$ cat config.mk
export PLATFORM = sky130hd
export DESIGN_NAME = dti_ctrl
export DESIGN_NICKNAME = d
export VERILOG_FILES = /design/src/rtl/dti_pkg.sv /design/src/rtl/dti_ctrl.sv
export SDC_FILE = /design/constraint.sdc
export NUM_CORES = 1
export LEC_CHECK = 0
export ABC_AREA = 1
export BUFFER_PORTS_ARGS = -buffer_cell sky130_fd_sc_hd__buf_4
export CORE_AREA = 10 10 47 49
export DETAILED_ROUTE_END_ITERATION = 12
export DIE_AREA = 0 0 57 59
export PLACE_DENSITY_LB_ADDON = 0.1
export SETUP_SLACK_MARGIN = 0.05
export SKIP_CTS_REPAIR_TIMING = 1
export SLEW_MARGIN = 20
export SYNTH_ARGS = -nofsm -noshare
export SYNTH_HDL_FRONTEND = slang
export SYNTH_SLANG_ARGS = --single-unit
export TNS_END_PERCENT = 100
$ cat constraint.sdc
create_clock -name clk -period 2.7 [get_ports clk]
set_input_delay 0.405 -clock clk [delete_from_list [all_inputs] [get_ports clk]]
set_output_delay 0.405 -clock clk [all_outputs]
set_load 0.05 [all_outputs]
$ cat src/rtl/dti_pkg.sv
// dti_pkg: types and constants shared by the decision tree inference unit
// request and result payloads, opcodes, controller command and status bundles
// no dependencies
package dti_pkg;

	localparam int NODE_IDX_W    = 10;
	localparam int VAR_IDX_W     = 8;
	localparam int VAL_W         = 48;
	localparam int FRAC_W        = 16;
	localparam int NODE_ADDR_MAX = 1 << NODE_IDX_W;
	localparam int VAR_ADDR_MAX  = 1 << VAR_IDX_W;

	localparam logic [1:0] OP_NODE    = 2'd0;
	localparam logic [1:0] OP_FEATURE = 2'd1;
	localparam logic [1:0] OP_KIND    = 2'd2;
	localparam logic [1:0] OP_PREDICT = 2'd3;

	typedef struct packed {
		logic [1:0]              opcode;
		logic [NODE_IDX_W-1:0]   node_index;
		logic [NODE_IDX_W-1:0]   left_child;
		logic [NODE_IDX_W-1:0]   right_child;
		logic [VAR_IDX_W-1:0]    split_variable;
		logic signed [VAL_W-1:0] split_thresh;
		logic [VAR_IDX_W-1:0]    feature_index;
		logic signed [VAL_W-1:0] feature_value;
		logic                    ordered_flag;
	} dti_req_t;

	typedef struct packed {
		logic [NODE_IDX_W-1:0] terminal_node;
		logic                  walk_overflow;
	} dti_rsp_t;

	typedef struct packed {
		logic [NODE_IDX_W-1:0]   left;
		logic [NODE_IDX_W-1:0]   right;
		logic [VAR_IDX_W-1:0]    var_sel;
		logic signed [VAL_W-1:0] split;
	} dti_node_t;

	typedef struct packed {
		logic clr_wr;
		logic load;
		logic walk_init;
		logic node_rd;
		logic feat_rd;
		logic advance;
		logic finish;
		logic finish_ovf;
	} dti_cmd_t;

	typedef struct packed {
		logic clr_last;
		logic node_in_range;
		logic leaf;
		logic steps_full;
	} dti_sts_t;

endpackage

$ cat src/rtl/dti_ctrl.sv
// dti_ctrl: sequencing state machine for table clearing, loads and tree walks
// depends on dti_pkg for the request, command and status types
module dti_ctrl import dti_pkg::*; (
	input  logic     clk,
	input  logic     arst_n,
	input  logic     start,
	input  logic     [1:0] opcode,
	input  dti_sts_t sts,
	output dti_cmd_t cmd,
	output logic     busy,
	output logic     done
);

	localparam logic [2:0] ST_CLEAR     = 3'd0;
	localparam logic [2:0] ST_IDLE      = 3'd1;
	localparam logic [2:0] ST_RD_NODE   = 3'd2;
	localparam logic [2:0] ST_EVAL_NODE = 3'd3;
	localparam logic [2:0] ST_EVAL_FEAT = 3'd4;

	logic [2:0] state_q;
	logic [2:0] state_d;
	logic       done_q;

	always_comb begin
		cmd     = '0;
		state_d = state_q;
		case (state_q)
			ST_CLEAR: begin
				cmd.clr_wr = 1'b1;
				if (sts.clr_last) begin
					state_d = ST_IDLE;
				end
			end
			ST_IDLE: begin
				if (start) begin
					if (opcode == OP_PREDICT) begin
						cmd.walk_init = 1'b1;
						state_d       = ST_RD_NODE;
					end else begin
						cmd.load = 1'b1;
					end
				end
			end
			ST_RD_NODE: begin
				if (!sts.node_in_range) begin
					cmd.finish = 1'b1;
					state_d    = ST_IDLE;
				end else begin
					cmd.node_rd = 1'b1;
					state_d     = ST_EVAL_NODE;
				end
			end
			ST_EVAL_NODE: begin
				if (sts.leaf) begin
					cmd.finish = 1'b1;
					state_d    = ST_IDLE;
				end else if (sts.steps_full) begin
					cmd.finish     = 1'b1;
					cmd.finish_ovf = 1'b1;
					state_d        = ST_IDLE;
				end else begin
					cmd.feat_rd = 1'b1;
					state_d     = ST_EVAL_FEAT;
				end
			end
			ST_EVAL_FEAT: begin
				cmd.advance = 1'b1;
				state_d     = ST_RD_NODE;
			end
			default: begin
				state_d = ST_IDLE;
			end
		endcase
	end

	always_ff @(posedge clk or negedge arst_n) begin
		if (!arst_n) begin
			state_q <= ST_CLEAR;
			done_q  <= 1'b0;
		end else begin
			state_q <= state_d;
			done_q  <= cmd.finish;
		end
	end

	assign busy = (state_q != ST_IDLE);
	assign done = done_q;

endmodule

==> impl_results.md, run 1 <==
* Final period utilization at 0.644
* Reg2Reg Setup Slack at 1.65 ns
* Hold path startpoint: sts[2]
* Critical path data arrival time at 1.33 ns
* DRC viols at 0
* CTS tree: yes
* Worst setup SP type: register
* Nature of the critical path endpoint: output pin
* Root buffer cell: clkbuf_4
* Finished Layout Cells at 84
* Most used DFF post-synth: dfrtp_1
* Initial antenna violation count at 0
* NumNets Final at 79
* Hold Fails Final Rpt at 0
* CTS Buf Count at 3
* I/O Pins at 19
* Async SR Flop Fraction at 1.00
* RSZ-0062 raised after global routing: no
* HPWL Detailed at 689 µm
* Gpl congestion at 0.694
* Synthesized area at 289 µm²
* Slowest CP cell: dfrtp_1
* Cell family with most CP delay: buffers and inverters
* Worst r2r path cells at 6
* Die width at 57 µm
* Placed insts at 80
* PortBufs at 18
* Post-synth EDFFs at 0
* Slew Limit Fails at 0
* PwrDens at 1150 mW/mm²
* CP max FO at 4
* Clock transition at the registers of the reported paths at 0.03 ns
* Setup_tns at 0 ns
* Slew HR at 0.853
* Leading area contributor after synthesis: dfrtp_1
* Hold Path End: done
* Setup Skew at 0.00179 ns
* Worst hold stages at 2
* Setup Viol. Count Final at 0
* WP data required at 2.30 ns
* Initial core utilization at 0.206
* Max VDD drop at 0.444 mV
* Register bit total from synthesis at 4
* Worst-skew pair later-pin latency at 0.24 ns
* # rows at 14
* CTS sink count at 4
* Crit Path Category: register to output pin
* Vias in the first global route at 341
* Clk buf depth at 2
* Gr ovfl total at 0
* Distinct cells, synth at 12
* Commonest cells post-synth: nand2_1 (11), inv_1 (10), nor2_1 (8)
* Mean Syn Cell Area at 6.15 µm²
* Reg2reg start: state_q[0]
* Worst path bufs/invs at 3
* Avg WL per Cell at 9.61 µm
* Share of layout cells above drive strength 1 at 0.412
* Most frequent cell after synthesis: nand2_1
* Final min period at 1.74 ns
* Post-synthesis cell count at 47
* Synth top area share at 0.346
* Initial DRC count at 4
* First-pass GRT wire length at 1390 µm
* Largest net degree at the start of global routing at 7
* Syn_nets at 56
* Synth-to-layout area growth at 62.3%
* Ant diodes at 0
* Hold Path Class: input pin to register
* CP Cell Sequence: inv_2 > nand2_2 > inv_2 > nand2_1 > o21ai_0 > buf_4
* CTS H-tree lvls at 1
* All-Layer GR Usage at 0.0541
* End of the worst register-to-register path: state_q[0]
* Antenna-violating nets left at 0
* Status: finished clean
* P_leak at 0.000289 µW
* Core area at 0.00140 mm²
* Via count at 324
* Worst-Margin Slew at 0.218 ns
* Most frequent CP cell: inv_2
* Detailed Routing Iterations Pass 1 at 3
* Full die area at 0.00336 mm²
* Die height at 59 µm
* DR vias/cell at 3.86
* YS warnings at 0
* Seq/Total Area, Yosys at 0.346
* Peak Freq at 0.575 GHz
* Final wirelength at 807 µm
* Max cap viols at 0
* Slowest Stage Delay on Critical Path at 0.37 ns
* Largest cells by area after synthesis: dfrtp_1 (35%), nand2_1 (14%), inv_1 (13%), nor2_1 (10%), nor2_2 (6.5%)
-- worst register-to-register path: stages (launching register included) --
cell     delay (ns)
dfrtp_1        0.42
nor2_1         0.14
nand2_1        0.09
nor2_1         0.12
nor2_2         0.06
nand2_1        0.06
nand2_1        0.05
-- per-stage QoR --
step | hold slack, ns | instance area, µm² | total power [µW] | setup WS, ns | util
floorplan | 0.109 | 289 | 370 | 0.378 | -
detailed placement | 0.203 | 437 | 473 | 1.20 | 0.312
global route | 0.428 | 469 | 599 | 0.791 | 0.335
finish | 0.415 | 469 | 540 | 0.961 | 0.335
CTS | -0.0526 | 459 | 553 | 0.933 | 0.328
global placement | 0.203 | 437 | 476 | 1.21 | 0.312
-- final cells by class --
class | instances | area [µm²]
Clock buffer | 3 | 22.5
Fill cell | 172 | 932
Inverter | 12 | 45.0
Multi-Input combinational cell | 30 | 136
Sequential cell | 4 | 100
Tap cell | 16 | 20.0
Timing Repair Buffer | 19 | 145
-- cell usage in the layout, fill, tap and decap left out, drive strengths merged --
cell type    instances
nand3                3
nand2               12
buf                 18
dfrtp                4
clkbuf               3
dlygate4sd3          1
inv                 12
nor2                11
o21ai                2
nor3                 2
-- metal layers --
layer,wire [µm],GRT usage,share of wire,vias to the layer above
li1,-,-,-,179
met1,356,0.0560,0.44,128
met2,362,0.0729,0.45,15
met3,64,0.0343,0.079,2
met4,23,0.0503,0.029,0
met5,0,0,0,-
-- kinds of logic after synthesis --
| logic type | synth area share |
|---|---|
| simple gates | 0.437 |
| buf+inv | 0.182 |
| compound gates | 0.0346 |
| flops | 0.346 |
-- where the power goes --
part / leakage (µW) / switching (µW) / internal (µW)
logic: 0.000224 / 258 / 108
clock network: 0.0000138 / 24.2 / 49.7
registers: 0.0000516 / 19.4 / 81.6
total: 0.000289 / 301 / 239
-- state kept, by name, indices dropped and copies added (netlist names) --
| name | cells |
|---|---|
| state_q | 3 |
| done | 1 |
-- how the worst max path moves through the flow --
stage                    start  endpoint  slack [ns]  cells after the start
CTS                 state_q[2]    cmd[1]        0.93                      6
detailed placement  state_q[2]    cmd[1]        1.20                      6
global route        state_q[2]    cmd[1]        0.79                      6
floorplan           state_q[2]    cmd[5]        0.38                      3
global placement    state_q[2]    cmd[1]        1.21                      6
finish              state_q[2]    cmd[1]        0.96                      6
(Power assumes the default switching activity.)
==> run 2: changes to the inputs <==
--- a/config.mk
+++ b/config.mk
@@ -5,7 +5,7 @@
 export SDC_FILE = /design/constraint.sdc
 export NUM_CORES = 1
 export LEC_CHECK = 0
-export ABC_AREA = 1
+export ABC_AREA = 0
 export BUFFER_PORTS_ARGS = -buffer_cell sky130_fd_sc_hd__buf_4
 export CORE_AREA = 10 10 47 49
 export DETAILED_ROUTE_END_ITERATION = 12
==> constraint.sdc (replaced) <==
create_clock -name clk -period 1.7 [get_ports clk]
set_input_delay 0.255 -clock clk [delete_from_list [all_inputs] [get_ports clk]]
set_output_delay 0.255 -clock clk [all_outputs]
set_load 0.05 [all_outputs]
==> run 2 against run 1 <==
Effect of this change: wire length up 25%; power is 26% lower; non-clock buffer count rose by 6; via count shrank 1.9%; design area grew 14%; synthesized cell count down 36%; cell count down 14%; area after synthesis is 9.5% lower; highest routed layer unchanged; critical path depth shrank 3; critical endpoint unchanged; global-route usage up 0.27 points; critical path type unchanged; largest power group unchanged; combinational power shrank 54%.
==> impl_results.md, run 2 <==
* Root buffer cell: clkbuf_4
* WP data required at 1.44 ns (-0.86 ns)
* Cell family with most CP delay: flip-flops
* Peak Freq at 0.627 GHz
* Multiplexer area fraction after synthesis at 0 (unchanged)
* Nature of the critical path endpoint: output pin
* Adder-Cell Fraction of Synth Area at 0 (unchanged)
* Worst-Margin Slew at 0.298 ns (+0.0798 ns)
* Post-synth EDFFs at 0 (unchanged)
* Final period utilization at 0.938
* RSZ-0062 raised after global routing: yes
* CTS H-tree lvls at 1 (unchanged)
* Hold Fails Final Rpt at 0 (unchanged)
* Slowest Stage Delay on Critical Path at 0.42 ns (+0.05 ns)
* Crit Path Category: register to output pin
* XOR/XNOR share of the synthesized area at 0 (unchanged)
* Synth Area in Simple Gates at 0.426 (-0.0114)
* Detailed Routing Iterations Pass 1 at 3 (unchanged)
* Initial DRC count at 3 (-1)
* Biggest register: state_q
* Max cap viols at 0 (unchanged)
* Clock Power Share at 0.299 (+0.162)
* CTS Buf Count at 3 (unchanged)
* Design Power at 398 µW (-26%)
* PwrDens at 746 mW/mm² (-35%)
* Largest family of logic cells by synthesized area: simple AND/OR/NAND/NOR gates
* Setup Viol. Count Final at 0 (unchanged)
* Area of the multi-input gates at 181 µm² (+33%)
* Switching power at 148 µW (-51%)
* Share of layout cells above drive strength 1 at 0.714 (+0.303)
* P_leak at 0.000251 µW (-13%)
* Core area at 0.00140 mm² (unchanged)
* Final wirelength at 1010 µm (+25%)
* DRC viols at 0 (unchanged)
* Slew HR at 0.801 (-0.0517)
* Async SR Flop Fraction at 1.00 (unchanged)
* Antenna-violating nets left at 0 (unchanged)
* DP Worst Slack at 0.266 ns (-0.939 ns)
* Register bit total from synthesis at 4 (unchanged)
* DR vias/cell at 4.42 (+15%)
* Worst-skew pair later-pin latency at 0.24 ns (about the same)
* Synthesized area at 262 µm² (-9.5%)
* Max reg flops at 3 (unchanged)
* Largest net degree at the start of global routing at 9 (+2)
* Worst setup SP type: register
* NumNets Final at 67 (-15%)
* Die width at 57 µm (unchanged)
* FF+latch area at 104 µm² (+3.8%)
* Status: finished clean
* Hold Path Class: input pin to register
* Net Sw Frac at 0.371 (-0.186)
* YS warnings at 0 (unchanged)
* Combinational fraction of design power at 0.421 (-0.255)
* Most frequent cells in the layout: buf_4 (22), nor3b_2 (4), nor3_1 (3), clkbuf_4 (3), dfrtp_2 (3)
* CP max FO at 5 (+1)
* First-pass GRT wire length at 1480 µm (+6.0%)
* Commonest cells post-synth: dfrtp_1 (4), nor3_1 (3), nor3b_1 (3)
* # rows at 14 (unchanged)
* Synth-to-layout area growth at 104%
* Mean Syn Cell Area at 8.72 µm² (+42%)
* CTS tree: yes
* Most frequent cell after synthesis: dfrtp_1
* Die height at 59 µm (unchanged)
* CTS sink count at 4 (unchanged)
* All-Layer GR Usage at 0.0568 (+0.00267)
* Slew Limit Fails at 0 (unchanged)
* Syn_nets at 39 (-30%)
* Worst setup margin at 0.105 ns (-0.857 ns)
* Initial antenna violation count at 0 (unchanged)
* Gpl congestion at 0.739 (+6.5%)
* PortBufs at 18 (unchanged)
* Largest cells by area after synthesis: dfrtp_1 (38%), nor3b_1 (8.6%), nor3_1 (5.7%), buf_4 (5.7%), nor2b_1 (4.8%)
* Setup Skew at 0.00962 ns (+0.00783 ns)
* P_int at 250 µW (+4.7%)
* Worst path bufs/invs at 2 (-1)
* Layout Utilization at 0.380 (+0.0455)
* Via count at 318 (-1.9%)
* Clock transition at the registers of the reported paths at 0.03 ns (about the same)
* I/O Pins at 19 (unchanged)
* Gr ovfl total at 0 (unchanged)
* Max VDD drop at 0.271 mV (-39%)
* Distinct cells, synth at 18 (+6)
* Full die area at 0.00336 mm² (unchanged)
* Final min period at 1.60 ns
* Vias in the first global route at 328 (-3.8%)
* Clk buf depth at 2 (unchanged)
* Seq pwr share at 0.280 (+0.093)
* Setup_tns at 0 ns (unchanged)
* Leading area contributor after synthesis: dfrtp_1
* Most common cell after layout, fill and taps aside: buf_4
* Most used DFF post-synth: dfrtp_1
* Slowest CP cell: dfrtp_2
* Avg WL per Cell at 14.1 µm (+46%)
* Critical path data arrival time at 1.34 ns (about the same)
* Hold_ws at 0.214 ns (-0.202 ns)
* Final-layout fill cell count at 157 (-8.7%)
* Ant diodes at 0 (unchanged)
* Seq/Total Area, Yosys at 0.383 (+0.0365)
* Post-synthesis cell count at 30 (-36%)
* Compound-Gate Fraction of Synth Area at 0.105 (+0.0706)
* CP Cell Sequence: buf_4 > a2111oi_4 > buf_6
* Synth top area share at 0.383 (+0.0365)
* HPWL Detailed at 727 µm (+5.5%)
* Initial core utilization at 0.187 (-0.0196)
-- run 2: cell count changes in the layout (fill, tap and decap cells not counted), moves of 3 or more --
| cell | before | now |
|---|---|---|
| nor3b_2 | 0 | 4 |
| buf_4 | 18 | 22 |
| dfrtp_1 | 4 | 1 |
| inv_1 | 10 | 2 |
| nor2_1 | 8 | 2 |
| nor2_2 | 3 | 0 |
| dfrtp_2 | 0 | 3 |
| nand2_1 | 11 | 2 |
-- run 2: cell type report --
class | count | share of cell area
Inverter | 2 | 0.0141
Multi-Input combinational cell | 22 | 0.340
Tap cell | 16 | 0.0376
Timing Repair Buffer | 25 | 0.371
Sequential cell | 4 | 0.195
Clock buffer | 3 | 0.0423
-- run 2: power by group through the flow --
stage	logic, µW	clock network, µW	registers [µW]
2_1_floorplan	91.0	0	114
3_3_place_gp	140	0	114
3_5_place_dp	140	0	114
4_1_cts	142	124	113
5_1_grt	178	134	112
6_report	167	119	111
-- run 2: final timing paths --
kind | start | endpoint | slack (ns) | depth (start not counted)
max in group asynchronous | arst_n | state_q[0] | 1.23 | 2
min in group asynchronous | arst_n | done | 0.35 | 2
setup reg to reg | state_q[1] | state_q[1] | 0.43 | 4
hold reg to reg | state_q[2] | state_q[0] | 0.66 | 2
hold / removal | sts[0] | state_q[2] | 0.21 | 2
setup / recovery | state_q[0] | cmd[1] | 0.10 | 3
-- run 2: routing by layer --
layer | wire (µm) | track usage | part of all wire | vias up
met5 | 0 | 0 | 0 | -
met4 | 4 | 0.0403 | 0.0040 | 0
met1 | 369 | 0.0538 | 0.36 | 145
met2 | 544 | 0.0837 | 0.54 | 14
met3 | 93 | 0.0429 | 0.092 | 2
li1 | - | - | - | 157
-- run 2: cell families after synthesis --
kind of cell | Yosys count
buffers and inverters | 4
AOI/OAI and AO/OA | 4
DFF | 4
and+or+nand+nor | 18
-- run 2: per-stage QoR --
stage	cells	area, µm²
after global placement	62	422
final	72	533
after detailed placement	62	422
after CTS	65	444
after floorplan	30	282
after global routing	72	533
